### src/hw/rtl/tet_pkg.sv
// Shared types and constants of the touch event tracker.
package tet_pkg;

  localparam int unsigned CoordW   = 12;
  localparam int unsigned DeltaW   = 13;
  localparam int unsigned CfgAddrW = 8;

  localparam logic [CfgAddrW-1:0] RegXExtent = 8'd0;
  localparam logic [CfgAddrW-1:0] RegYExtent = 8'd1;

  localparam logic [CoordW-1:0] XExtentReset = 12'd480;
  localparam logic [CoordW-1:0] YExtentReset = 12'd800;
  localparam logic [CoordW-1:0] NoTouchCoord = 12'hFFF;
  localparam logic [3:0]        OneTouchNib  = 4'h1;

  localparam logic [1:0] StNone      = 2'd0;
  localparam logic [1:0] StJustTouch = 2'd1;
  localparam logic [1:0] StTouched   = 2'd2;
  localparam logic [1:0] StJustPop   = 2'd3;

  localparam logic [1:0] DirNone = 2'd0;
  localparam logic [1:0] DirPos  = 2'd1;
  localparam logic [1:0] DirNeg  = 2'd2;

  typedef enum logic [3:0] {
    TrkNone      = 4'b0001,
    TrkJustTouch = 4'b0010,
    TrkTouched   = 4'b0100,
    TrkJustPop   = 4'b1000
  } trk_state_e;

  // Packed so that the status byte sits in the lowest bits.
  typedef struct packed {
    logic [7:0] y_low_byte;
    logic [7:0] y_high_byte;
    logic [7:0] x_low_byte;
    logic [7:0] x_high_byte;
    logic [7:0] status_byte;
  } item_t;

  // Packed so that pos_x sits in the lowest bits.
  typedef struct packed {
    logic [1:0]               dir_y;
    logic [1:0]               dir_x;
    logic signed [DeltaW-1:0] delta_y;
    logic signed [DeltaW-1:0] delta_x;
    logic [1:0]               touch_status;
    logic [CoordW-1:0]        pos_y;
    logic [CoordW-1:0]        pos_x;
  } result_t;

  typedef struct packed {
    logic [CoordW-1:0] last_x;
    logic [CoordW-1:0] last_y;
    trk_state_e        state;
  } track_t;

endpackage

### src/hw/rtl/tet_report_eval.sv
// Combinational evaluation of one report: mirroring, status update and deltas.
module tet_report_eval import tet_pkg::*; (
  input  item_t             item_i,
  input  logic [CoordW-1:0] x_extent_i,
  input  logic [CoordW-1:0] y_extent_i,
  input  track_t            track_i,
  output result_t           result_o,
  output track_t            track_o
);

  function automatic logic [CoordW-1:0] mirror(logic [CoordW-1:0] raw,
                                               logic [CoordW-1:0] extent);
    logic [CoordW-1:0] res;
    res = '0;
    if (raw < extent) begin
      res = extent - raw - {{(CoordW-1){1'b0}}, 1'b1};
    end
    return res;
  endfunction

  function automatic logic [1:0] dir_of(logic signed [DeltaW-1:0] d);
    logic [1:0] res;
    res = DirNone;
    if (d[DeltaW-1]) begin
      res = DirNeg;
    end else if (d != '0) begin
      res = DirPos;
    end
    return res;
  endfunction

  logic                     touch;
  logic [CoordW-1:0]        raw_x, raw_y;
  logic [CoordW-1:0]        pos_x, pos_y;
  trk_state_e               next_state;
  logic [1:0]               status;
  logic signed [DeltaW-1:0] dx, dy;

  assign touch = (item_i.status_byte[3:0] == OneTouchNib);
  assign raw_x = {item_i.x_high_byte[3:0], item_i.x_low_byte};
  assign raw_y = {item_i.y_high_byte[3:0], item_i.y_low_byte};
  assign pos_x = touch ? mirror(raw_x, x_extent_i) : NoTouchCoord;
  assign pos_y = touch ? mirror(raw_y, y_extent_i) : NoTouchCoord;

  always_comb begin
    case (track_i.state)
      TrkJustTouch, TrkTouched: begin
        next_state = touch ? TrkTouched : TrkJustPop;
      end
      TrkNone, TrkJustPop: begin
        next_state = touch ? TrkJustTouch : TrkNone;
      end
      default: begin
        next_state = touch ? TrkJustTouch : TrkNone;
      end
    endcase
  end

  always_comb begin
    case (next_state)
      TrkNone:      status = StNone;
      TrkJustTouch: status = StJustTouch;
      TrkTouched:   status = StTouched;
      TrkJustPop:   status = StJustPop;
      default:      status = StNone;
    endcase
  end

  assign dx = $signed({1'b0, pos_x}) - $signed({1'b0, track_i.last_x});
  assign dy = $signed({1'b0, pos_y}) - $signed({1'b0, track_i.last_y});

  always_comb begin
    result_o.pos_x        = pos_x;
    result_o.pos_y        = pos_y;
    result_o.touch_status = status;
    result_o.delta_x      = '0;
    result_o.delta_y      = '0;
    result_o.dir_x        = DirNone;
    result_o.dir_y        = DirNone;
    if (next_state == TrkTouched) begin
      result_o.delta_x = dx;
      result_o.delta_y = dy;
      result_o.dir_x   = dir_of(dx);
      result_o.dir_y   = dir_of(dy);
    end
  end

  assign track_o.last_x = pos_x;
  assign track_o.last_y = pos_y;
  assign track_o.state  = next_state;

endmodule

### src/hw/rtl/touch_event_tracker_core.sv
// Top level of the touch event tracker: item registers, tracking state and config.
//
// Each input item on the s_axis channel is one touch-controller report. Each
// accepted item yields exactly one result item on the m_axis channel, in order.
// The cfg channel writes the panel extents used to mirror X and Y; index 0 is
// the X extent and index 1 the Y extent, and other indexes are ignored. It is
// always ready, and it should be written only while no item is in flight.
// An accepted item sits in the input register, then the evaluation logic fills
// the result register, from which m_axis shows it. One item can be accepted
// every cycle while the receiver does not stall; the tracking state updates as
// each item enters the result register.
// If the receiver stalls, the result register holds its item and the input
// register still takes one more item; s_axis_tready falls only when both
// are full. Reset empties both registers, returns the tracking state to no
// touch with zero previous coordinates, and loads extents of 480 and 800.
module touch_event_tracker_core import tet_pkg::*; (
  input  logic                clk_i,
  input  logic                rst_ni,
  input  logic                s_axis_tvalid,
  output logic                s_axis_tready,
  // status_byte, x_high_byte, x_low_byte, y_high_byte, y_low_byte
  input  logic [39:0]         s_axis_tdata,
  output logic                m_axis_tvalid,
  input  logic                m_axis_tready,
  // pos_x, pos_y, touch_status, delta_x, delta_y, dir_x, dir_y
  output logic [55:0]         m_axis_tdata,
  input  logic                cfg_valid_i,
  output logic                cfg_ready_o,
  input  logic [CfgAddrW-1:0] cfg_addr_i,
  input  logic [CoordW-1:0]   cfg_data_i
);

  item_t             in_item_q;
  logic              in_valid_q;
  result_t           res_q, res_d;
  logic              out_valid_q;
  track_t            track_q, track_d;
  logic [CoordW-1:0] x_ext_q, y_ext_q;
  logic              out_free, advance, in_take;

  assign out_free      = !out_valid_q || m_axis_tready;
  assign advance       = in_valid_q && out_free;
  assign s_axis_tready = !in_valid_q || out_free;
  assign in_take       = s_axis_tvalid && s_axis_tready;
  assign cfg_ready_o   = 1'b1;

  tet_report_eval u_eval (
    .item_i     (in_item_q),
    .x_extent_i (x_ext_q),
    .y_extent_i (y_ext_q),
    .track_i    (track_q),
    .result_o   (res_d),
    .track_o    (track_d)
  );

  always_ff @(posedge clk_i or negedge rst_ni) begin
    if (!rst_ni) begin
      in_valid_q     <= 1'b0;
      out_valid_q    <= 1'b0;
      track_q.last_x <= '0;
      track_q.last_y <= '0;
      track_q.state  <= TrkNone;
      x_ext_q        <= XExtentReset;
      y_ext_q        <= YExtentReset;
    end else begin
      if (in_take) begin
        in_valid_q <= 1'b1;
      end else if (advance) begin
        in_valid_q <= 1'b0;
      end
      if (advance) begin
        out_valid_q <= 1'b1;
        track_q     <= track_d;
      end else if (m_axis_tready) begin
        out_valid_q <= 1'b0;
      end
      if (cfg_valid_i && cfg_ready_o) begin
        if (cfg_addr_i == RegXExtent) begin
          x_ext_q <= cfg_data_i;
        end else if (cfg_addr_i == RegYExtent) begin
          y_ext_q <= cfg_data_i;
        end
      end
    end
  end

  always_ff @(posedge clk_i) begin
    if (in_take) begin
      in_item_q <= item_t'(s_axis_tdata);
    end
    if (advance) begin
      res_q <= res_d;
    end
  end

  assign m_axis_tvalid = out_valid_q;
  assign m_axis_tdata  = res_q;

  a_untouched_coords: assert property (@(posedge clk_i) disable iff (!rst_ni)
    m_axis_tvalid && (res_q.touch_status == StNone || res_q.touch_status == StJustPop)
    |-> res_q.pos_x == NoTouchCoord && res_q.pos_y == NoTouchCoord)
    else $error("untouched result carries a coordinate");

  a_zero_delta: assert property (@(posedge clk_i) disable iff (!rst_ni)
    m_axis_tvalid && res_q.touch_status != StTouched
    |-> res_q.delta_x == '0 && res_q.delta_y == '0 &&
        res_q.dir_x == DirNone && res_q.dir_y == DirNone)
    else $error("delta outside the touched status");

  a_dir_match: assert property (@(posedge clk_i) disable iff (!rst_ni)
    m_axis_tvalid && res_q.touch_status == StTouched
    |-> (res_q.delta_x == '0) == (res_q.dir_x == DirNone) &&
        (res_q.delta_y == '0) == (res_q.dir_y == DirNone))
    else $error("direction disagrees with delta");

  a_hold_input: assert property (@(posedge clk_i) disable iff (!rst_ni)
    in_valid_q && !out_free |=> in_valid_q && $stable(in_item_q))
    else $error("stalled input item lost");

  a_state_advance: assert property (@(posedge clk_i) disable iff (!rst_ni)
    !advance |=> $stable(track_q))
    else $error("tracking state moved without an item");

endmodule

### config.mk
export PLATFORM = sky130hd
export DESIGN_NAME = touch_event_tracker_core
export DESIGN_NICKNAME = d
export VERILOG_FILES = /design/src/hw/rtl/tet_pkg.sv /design/src/hw/rtl/tet_report_eval.sv /design/src/hw/rtl/touch_event_tracker_core.sv
export SDC_FILE = /design/constraint.sdc
export NUM_CORES = 1
export LEC_CHECK = 0
export BUFFER_PORTS_ARGS = -buffer_cell sky130_fd_sc_hd__buf_4
export CAP_MARGIN = 40
export CELL_PAD_IN_SITES_DETAIL_PLACEMENT = 0
export CELL_PAD_IN_SITES_GLOBAL_PLACEMENT = 2
export CORE_MARGIN = 4
export CORE_UTILIZATION = 40
export CTS_CLUSTER_SIZE = 40
export DETAILED_ROUTE_END_ITERATION = 10
export PLACE_DENSITY_LB_ADDON = 0.1
export SYNTH_ARGS = -nofsm -noshare
export SYNTH_HDL_FRONTEND = slang
export SYNTH_SLANG_ARGS = --single-unit
export TNS_END_PERCENT = 5
### constraint.sdc
create_clock -name clk_i -period 8.2 [get_ports clk_i]
set_clock_uncertainty 0.05 [all_clocks]
set_input_delay 0.82 -clock clk_i [delete_from_list [all_inputs] [get_ports clk_i]]
set_output_delay 0.82 -clock clk_i [all_outputs]
set_load 0.01 [all_outputs]
-- After elaboration in Yosys (flattened, before gate mapping)
Cells that the tools add are included.
- register bits: 138
- output and inout port bits: 59
- add/sub/neg operators: 6
- order comparisons: 2
- eq/ne operators: 7
- mux-type cells: 16
- bitwise gates (word level): 2
- reductions and logical operators: 16
- operators by type and width (operator ; count):
    12-bit 2-to-1 mux ; 4
    13-bit nonzero test ; 2
    12-bit by 12-bit subtractor with 13-bit output ; 2
    12-bit < comparator ; 2
    12-bit by 1-bit subtractor with 12-bit output, second input constant ; 2
    12-bit subtractor ; 2
    4-bit by 2-bit == test with 1-bit output, second input constant ; 2
    4-bit by 3-bit == test with 1-bit output, second input constant ; 2
    8-bit by 1-bit == test with 1-bit output, second input constant ; 1
    8-bit zero test ; 1
    4-bit 2-to-1 mux ; 2
    1-bit 2-to-1 mux ; 6
    2-bit 2-to-1 mux ; 3
    2-bit case mux with 3 select lines ; 1
    2-bit OR reduction ; 3
    4-bit by 1-bit == test with 1-bit output, second input constant ; 1
    4-bit == test, second input constant ; 1
    2-bit nonzero test ; 2
    3-bit AND reduction ; 1
    1-bit logical AND ; 2
    1-bit zero test ; 2
    1-bit logical OR ; 2
    1-bit inverter ; 2
    2-bit AND reduction ; 1

-- Depth between registers and ports, before layout
Gate-level depths: netlist (run 1).
- depth after elaboration: 8
- depth in mapped cells: 19
- depth with buffers taken out: 18

-- Hierarchy
From an unflattened synthesis (run 1), not the netlist that was laid out.
- cells, all modules: 698
- area total of the unflattened synthesis: 8359.3 um^2
- by module, submodules not included (module ; instances ; cells an instance ; area each (um^2)):
    touch_event_tracker_core ; 1 ; 221 ; 4987.3
    tet_report_eval ; 1 ; 477 ; 3372.0

-- Least setup slack after synthesis (run 1)
Ideal clock, no wire load.
- path kind: reg-to-reg
- start: register x_ext_q[7]
- end: register res_q, in the netlist m_axis_tdata[52], data pin
- setup time: 0.265 ns
- arrival: 4.084 ns
- data required time: 7.885 ns
- setup slack: 3.800 ns
- stages on the path, launching flop included: 16
- buffers on the path: 0
- cell sequence: dfstp_2 -> ha_1 -> a21o_1 -> a21o_1 -> a211o_1 -> a21o_1 -> a211o_1 -> or3_1 -> nand2_1 -> ha_1 -> a21o_1 -> a221oi_1 -> xnor2_1 -> or4_1 -> nor4_1 -> a21oi_1
- RTL lines (item ; line ; source):
    start, declared ; touch_event_tracker_core.sv:38 ; logic [CoordW-1:0] x_ext_q, y_ext_q;
    start signal, assigned ; touch_event_tracker_core.sv:63 ; x_ext_q <= XExtentReset;
    start signal, assigned ; touch_event_tracker_core.sv:79 ; x_ext_q <= cfg_data_i;
    end signal, assigned ; touch_event_tracker_core.sv:92 ; res_q <= res_d;
    end, declared ; touch_event_tracker_core.sv:35 ; result_t res_q, res_d;

==> impl_metrics.sql, run 1 <==
INSERT INTO impl_metrics (metric_group, metric, value, unit) VALUES
('route', 'drc', '0', ''),
('timing', 'timing.max_slew.rel_slack', '50.2', '%'),
('grt', 'grt_antenna_before_repair', '0', ''),
('route', 'num_vias', '5403', ''),
('finish', 'layout.cells.most_common', 'sky130_fd_sc_hd__buf_4', ''),
('die', 'std_cell_rows', '50', ''),
('power_and_ir_drop', 'ir_worst_vdd', '171', 'uV'),
('timing', 'max_freq', '0.204', 'GHz'),
('yosys', 'yosysWarningCount', '0', ''),
('route', 'first_pass_iters', '5', ''),
('worst_setup_path', 'crit_path_top_delay_cell', 'sky130_fd_sc_hd__or4_1', ''),
('yosys', 'avgSynthCellArea', '10.8', 'um^2'),
('route', 'ant_nets', '0', ''),
('job', 'max_cap_violations', '0', ''),
('cts', 'number_of_clock_sinks', '136', ''),
('worst_setup_path', 'slowest_delay', '0.54', 'ns'),
('cts', 'max-clock-path-buffers', '2', ''),
('grt', 'grt_first_pass_wirelength', '27900', 'um'),
('worst_setup_path', 'worstSetupEndpointType', 'flip-flop', ''),
('grt', 'grt_overflow_total', '0', ''),
('worst_setup_path', 'worst-endpoint-required', '8.30', 'ns'),
('worst_setup_path', 'setup.reg_to_reg.worst_slack', '3.30', 'ns'),
('power_and_ir_drop', 'totalPowerFinal', '0.00195', 'W'),
('cts', 'cts.clk_slew.worst_paths', '0.06', 'ns'),
('yosys', 'dominantRegCellSynth', 'sky130_fd_sc_hd__edfxtp_1', ''),
('cts', 'post_cts_gate_resize_count', '0', ''),
('place', 'place_inst', '1046', ''),
('timing', 'final.period_utilization', '59.8', '%'),
('worst_setup_path', 'path_common_cell', 'sky130_fd_sc_hd__a21o_1', ''),
('worst_setup_path', 'worst-path-buf-inv', '0', ''),
('worst_setup_path', 'worst_path_dominant_cell_family', 'compound AO/OA/AOI/OAI gates', ''),
('yosys', 'synth-seq-area-share', '49.9', '%'),
('route', 'drt_wl_total', '16500', 'um'),
('place', 'routabilityCongestion', '0.788', ''),
('cts', 'postCtsSetupRepairBufs', '0', ''),
('timing', 'worst-slew-pin-transition', '0.747', 'ns'),
('run_status', 'status', 'finished clean', ''),
('worst_setup_path', 'crit_path_cell_trace', 'ha_1, a21o_1, a21o_1, a211o_1, a21o_1, a211o_1, or3_1, nand2_1, ha_1, a21o_1, a221oi_1, xnor2_1, or4_1, nor4_1, a21oi_1', ''),
('yosys', 'synth.distinct_cells', '63', ''),
('place', 'port-buffer-count', '110', ''),
('timing', 'setup_tns', '0', 'ns'),
('finish', 'final_cell_area', '9380', 'um^2'),
('grt', 'grtUsageTotal', '16.0', '%'),
('grt', 'first_global_vias', '5540', ''),
('die', 'initial_core_util', '40.8', '%'),
('yosys', 'post_synth_inst_count', '713', ''),
('timing', 'report.final.hold_viol_count', '0', ''),
('place', 'placed_area', '8770', 'um^2'),
('finish', 'area_delta_synth_final', '22.4', '%'),
('yosys', 'synth-edff-count', '82', ''),
('finish', 'nNetsFinal', '975', ''),
('route', 'drtIter0Drc', '280', ''),
('yosys', 'netlist_area', '7660', 'um^2'),
('finish', 'final_cells', '1078', ''),
('worst_setup_path', 'timing_worst_setup_path_type', 'reg2reg', ''),
('power_and_ir_drop', 'p_leak', '4.21', 'nW'),
('die', 'core-area', '18800', 'um^2'),
('cts', 'clock_tree.htree_level_count', '4', ''),
('worst_setup_path', 'crit_path_max_fanout', '6', ''),
('cts', 'tritoncts', 'built', ''),
('cts', 'clk_latency', '0.41', 'ns'),
('timing', 'final_report_setup_violation_count', '0', ''),
('worst_hold_path', 'hold_path.class', 'reg2reg', ''),
('finish', 'drive_above_1_share', '21.0', '%'),
('finish', 'insertedDiodeCount', '0', ''),
('worst_setup_path', 'worstSetupStartpointType', 'flip-flop', ''),
('die', 'pin_count', '124', ''),
('cts', 'ctsRootBufferMaster', 'sky130_fd_sc_hd__clkbuf_16', ''),
('timing', 'rsz_0062_raised_after_global_routing', 'false', ''),
('yosys', 'asyncSetResetFlopFracSynth', '39.7', '%'),
('place', 'place.detailed.hpwl', '12700', 'um');
==> cell families (layout without fill, tap and decap cells) <==
logic type      after synthesis  after routing  share of synthesized area [%]
simple gates                184            184                           11.6
flops                       136            136                           49.9
buf+inv                     105            236                           5.31
mux                          15             15                           2.19
xor+xnor                     34             34                           3.89
compound gates              159            159                           13.8
other cells                   1              1                         0.0489
fa+ha+maj                    79             79                           13.3
==> through the flow <==
step / util [%] / hold slack, ns / worst slack [ns]
floorplan: - / 0.389 / 3.80
global placement: 46.7 / 0.399 / 3.33
detailed placement: 46.7 / 0.404 / 3.26
CTS: 50.0 / 0.414 / 3.25
global route: 50.0 / 0.451 / 2.94
finish: 50.0 / 0.414 / 3.30
==> per-layer routing <==
layer	track usage, %	vias up	share of wire (%)
met1	22.9	2532	50
met2	24.2	126	44
li1	-	2732	-
met5	0	-	0
met3	4.00	13	4.9
met4	4.94	0	1.2
==> final cells by class <==
type,instances,area (um^2),area share [%]
clock inverter,14,183,1.95
tap,234,293,3.12
inverter,87,327,3.48
timing repair buffer,117,882,9.40
multi-input combinational,472,3440,36.7
clock buffer,18,429,4.58
sequential,136,3820,40.8
==> cell usage after synthesis (all sizes together), types with 6 or more instances <==
master	number	area (um^2)
dfstp	8	210
mux2	14	158
dfrtp	46	1150
clkbuf	13	48.8
xnor2	25	219
a21o	24	180
a211oi	6	50.1
nand2	67	251
ha	75	938
nor2	37	139
inv	87	327
edfxtp	82	2460
o21ai	34	170
a21oi	38	190
nor3	14	70.1
a22oi	15	118
nand2b	7	43.8
o21a	8	60.1
and2	18	113
nor2b	8	50.1
xor2	9	78.8
==> flip-flops by register name (all words and copies together) (netlist names) <==
name and count:
in_item_q 28, in_valid_q 1, m_axis_tdata 54, m_axis_tvalid 1, track_q 28, x_ext_q 12, y_ext_q 12
==> tightest hold or removal path, delay by kind of cell, from the launching register on <==
family	cells	cell delay, ns
and+or+nand+nor	2	0.10
DFF	1	0.36
==> power breakdown <==
group	internal [W]	switching (W)
clock	0.000505	0.000285
sequential	0.000774	0.0000183
combinational	0.000157	0.000206
==> worst paths after layout <==
kind,startpoint,to,cells after the start
min reg2reg,track_q[0],track_q[0],2
max in group asynchronous,rst_ni,x_ext_q[10],1
max reg2reg,x_ext_q[7],m_axis_tdata[52],15
min,track_q[0],track_q[0],2
min in group asynchronous,rst_ni,track_q[13],1
max,x_ext_q[7],m_axis_tdata[52],15
No activity file was read; power rests on OpenSTA's default activity.
==> inputs of run 2 (changes only) <==
--- a/config.mk
+++ b/config.mk
@@ -5,12 +5,13 @@
 export SDC_FILE = /design/constraint.sdc
 export NUM_CORES = 1
 export LEC_CHECK = 0
+export ABC_AREA = 1
 export BUFFER_PORTS_ARGS = -buffer_cell sky130_fd_sc_hd__buf_4
 export CAP_MARGIN = 40
 export CELL_PAD_IN_SITES_DETAIL_PLACEMENT = 0
 export CELL_PAD_IN_SITES_GLOBAL_PLACEMENT = 2
 export CORE_MARGIN = 4
-export CORE_UTILIZATION = 40
+export CORE_UTILIZATION = 31
 export CTS_CLUSTER_SIZE = 40
 export DETAILED_ROUTE_END_ITERATION = 10
 export PLACE_DENSITY_LB_ADDON = 0.1
==> constraint.sdc (replaced) <==
create_clock -name clk_i -period 4.45 [get_ports clk_i]
set_clock_uncertainty 0.05 [all_clocks]
set_input_delay 0.445 -clock clk_i [delete_from_list [all_inputs] [get_ports clk_i]]
set_output_delay 0.445 -clock clk_i [all_outputs]
set_load 0.01 [all_outputs]
==> run 2 against run 1 <==
Cell area grew 7.9%. Clock power grew 90%. Wire length grew 22%. Total power grew 120%. Cell count grew 36%. Sequential power grew 97%. Clock-buffer cell count grew 7. Via count grew 18%.
==> impl_metrics.sql, run 2 <==
INSERT INTO impl_metrics (metric_group, metric, value, unit) VALUES
('worst_setup_path', 'worstSetupStartpointType', 'flip-flop', ''),
('yosys', 'yosys.cell_count.top_type', 'sky130_fd_sc_hd__nand2_1', ''),
('die', 'std_cell_rows', '59', ''),
('worst_setup_path', 'slowest_delay', '0.55', 'ns'),
('power_and_ir_drop', 'ratio_of_total_power_to_cell_area', '429', 'nW/um^2'),
('finish', 'area_delta_synth_final', '22.5', '%'),
('yosys', 'ranking_of_synthesized_cells_by_area', 'sky130_fd_sc_hd__edfxtp_1 30%, sky130_fd_sc_hd__dfrtp_1 14%, sky130_fd_sc_hd__nand2_1 14%', ''),
('worst_setup_path', 'path_common_cell', 'sky130_fd_sc_hd__nand2_1', ''),
('timing', 'fin_crit', '3.57', 'ns'),
('power_and_ir_drop', 'ir_worst_vdd', '196', 'uV'),
('worst_setup_path', 'timing_worst_setup_path_type', 'reg2reg', ''),
('timing', 'rsz_0062_raised_after_global_routing', 'false', ''),
('grt', 'grt_antenna_before_repair', '0', ''),
('place', 'routabilityCongestion', '0.774', ''),
('route', 'drt-vias-per-instance', '4.33', ''),
('timing', 'final.period_utilization', '80.3', '%'),
('finish', 'final_cell_area', '10100', 'um^2'),
('worst_hold_path', 'hold_path.class', 'in2async', ''),
('yosys', 'post_synth_inst_count', '1001', ''),
('place', 'port-buffer-count', '110', ''),
('cts', 'tritoncts.num_buffers', '17', ''),
('cts', 'postCtsSetupRepairBufs', '0', ''),
('worst_setup_path', 'crit_path_cell_trace', 'ha_1, a21oi_1, o21a_1, nand2_1, nor2_4, inv_2, o21ai_2, inv_1, ha_1, inv_1, fa_1, nand3_1, nand2_1, nand2_1, nand2_1, nand3_1, nor2_1, nand3_1, nor2_1, nor2_1', ''),
('yosys', 'avgSynthCellArea', '8.25', 'um^2'),
('yosys', 'yosys_register_bits', '136', ''),
('yosys', 'syn_nets', '1145', ''),
('cts', 'clock_tree.htree_level_count', '4', ''),
('timing', 'setup_tns', '0', 'ns'),
('cts', 'cts.clk_slew.worst_paths', '0.06', 'ns'),
('yosys', 'asyncSetResetFlopFracSynth', '39.7', '%'),
('worst_setup_path', 'worst_ep_arrival_time', '3.70', 'ns'),
('timing', 'max_freq', '0.280', 'GHz'),
('timing', 'timing.max_slew.rel_slack', '44.5', '%'),
('route', 'drtIter0Drc', '225', ''),
('power_and_ir_drop', 'p_leak', '4.94', 'nW'),
('route', 'drt_wl_total', '20100', 'um'),
('route', 'ant_nets', '0', ''),
('die', 'floorplan.die_area', '29300', 'um^2'),
('cts', 'clk_latency', '0.42', 'ns'),
('yosys', 'yosysWarningCount', '0', ''),
('timing', 'timing.final.max_slew_violations', '0', ''),
('run_status', 'status', 'finished clean', ''),
('yosys', 'yosys-top-cells-count', '304 x sky130_fd_sc_hd__nand2_1, 176 x sky130_fd_sc_hd__inv_1, 82 x sky130_fd_sc_hd__edfxtp_1', ''),
('job', 'max_cap_violations', '0', ''),
('cts', 'post_cts_gate_resize_count', '0', ''),
('place', 'place.detailed.hpwl', '15800', 'um'),
('finish', 'layout.cells.most_common_list', '304 x sky130_fd_sc_hd__nand2_1, 176 x sky130_fd_sc_hd__inv_1, 114 x sky130_fd_sc_hd__buf_4', ''),
('cts', 'ctsRootBufferMaster', 'sky130_fd_sc_hd__clkbuf_16', ''),
('worst_setup_path', 'worst-path-buf-inv', '3', ''),
('die', 'die_span_in_x', '171', 'um'),
('grt', 'first_global_vias', '6317', ''),
('yosys', 'post-synth-top-area-cell', 'sky130_fd_sc_hd__edfxtp_1', ''),
('yosys', 'synth_top_area_share', '29.8', '%'),
('finish', 'largest_register_ff_count', '54', ''),
('die', 'die_y', '171', 'um'),
('timing', 'final_report_setup_violation_count', '0', ''),
('route', 'routed_wire_per_std_cell', '13.7', 'um'),
('die', 'initial_core_util', '31.6', '%'),
('cts', 'number_of_clock_sinks', '136', ''),
('route', 'num_vias', '6351', ''),
('yosys', 'dominantRegCellSynth', 'sky130_fd_sc_hd__edfxtp_1', ''),
('finish', 'drive_above_1_share', '15.1', '%'),
('yosys', 'synth-seq-area-share', '46.3', '%'),
('finish', 'layout.cells.most_common', 'sky130_fd_sc_hd__nand2_1', ''),
('worst_setup_path', 'crit_path_top_delay_cell', 'sky130_fd_sc_hd__dfstp_2', ''),
('finish', 'insertedDiodeCount', '0', ''),
('place', 'placed_area', '9500', 'um^2'),
('timing', 'report.final.hold_viol_count', '0', ''),
('worst_setup_path', 'worst_path_dominant_cell_family', 'simple AND/OR/NAND/NOR gates', ''),
('worst_setup_path', 'crit_path_max_fanout', '10', ''),
('route', 'first_pass_iters', '4', ''),
('yosys', 'netlist_area', '8260', 'um^2'),
('grt', 'grtUsageTotal', '14.2', '%'),
('cts', 'max-clock-path-buffers', '2', ''),
('grt', 'grt_overflow_total', '0', ''),
('grt', 'grt_first_pass_wirelength', '32600', 'um'),
('die', 'pin_count', '124', ''),
('finish', 'nNetsFinal', '1264', ''),
('yosys', 'synth-edff-count', '82', ''),
('yosys', 'synth.distinct_cells', '35', ''),
('worst_setup_path', 'worstSetupEndpointType', 'flip-flop', ''),
('route', 'drc', '0', ''),
('cts', 'tritoncts', 'built', ''),
('timing', 'worst-slew-pin-transition', '0.826', 'ns'),
('die', 'core-area', '26100', 'um^2'),
('cts', 'cts-hold-fix-buffers', '0', ''),
('grt', 'grt_max_degree', '77', ''),
('worst_setup_path', 'worst-endpoint-required', '4.58', 'ns');
[run 2: layout make-up]
cell class,instances,area [um^2]
clock buffer,25,505
clock inverter,7,114
fill,2771,16000
inverter,180,676
multi-input combinational,668,3670
sequential,136,3820
tap,335,419
timing repair buffer,117,915
[run 2: per-stage QoR]
stage	util [%]	hold WS (ns)	worst slack (ns)	std cells	total power (W)
after floorplan	-	0.0994	1.37	1001	0.00250
after global routing	38.7	0.123	0.466	1468	0.00468
final	38.7	0.0398	0.875	1468	0.00434
after detailed placement	36.3	0.412	0.803	1436	0.00289
after CTS	38.7	0.0771	0.791	1468	0.00442
after global placement	36.2	0.409	0.820	1434	0.00288
[run 2: worst paths after layout]
kind	depth (start not counted)	slack, ns	start	end
max	20	0.88	y_ext_q[9]	m_axis_tdata[54]
min	1	0.04	rst_ni	track_q[14]
max reg2reg	20	0.88	y_ext_q[9]	m_axis_tdata[54]
min reg2reg	2	0.43	track_q[0]	track_q[0]
max in group asynchronous	1	3.76	rst_ni	track_q[3]
min in group clk_i	1	0.15	s_axis_tdata[21]	in_item_q[21]
[run 2: metal layers]
layer  track usage, %  vias up  share of wire, %
met5                0        -                 0
met4             4.00        0               1.1
met3             3.08       17               4.7
met2             22.5      106                44
met1             19.7     2793                50
li1                 -     3435                 -
[run 2: power by group]
part	switching (W)	leakage, nW	internal, W	total (W)
Sequential	0.0000603	1.39	0.00150	0.00156
Clock	0.000548	0.297	0.000956	0.00150
Combinational	0.000810	3.25	0.000467	0.00128
Total	0.00142	4.94	0.00292	0.00434
[run 2: cell families after synthesis]
kind of cell	after synthesis	synth area share, %
other	1	0.0454
AND/OR/NAND/NOR	469	23.4
flip-flops	136	46.3
XOR/XNOR	13	1.38
AO/OA/AOI/OAI	106	7.19
buffers and inverters	197	9.33
adder cells (fa/ha/maj)	79	12.3
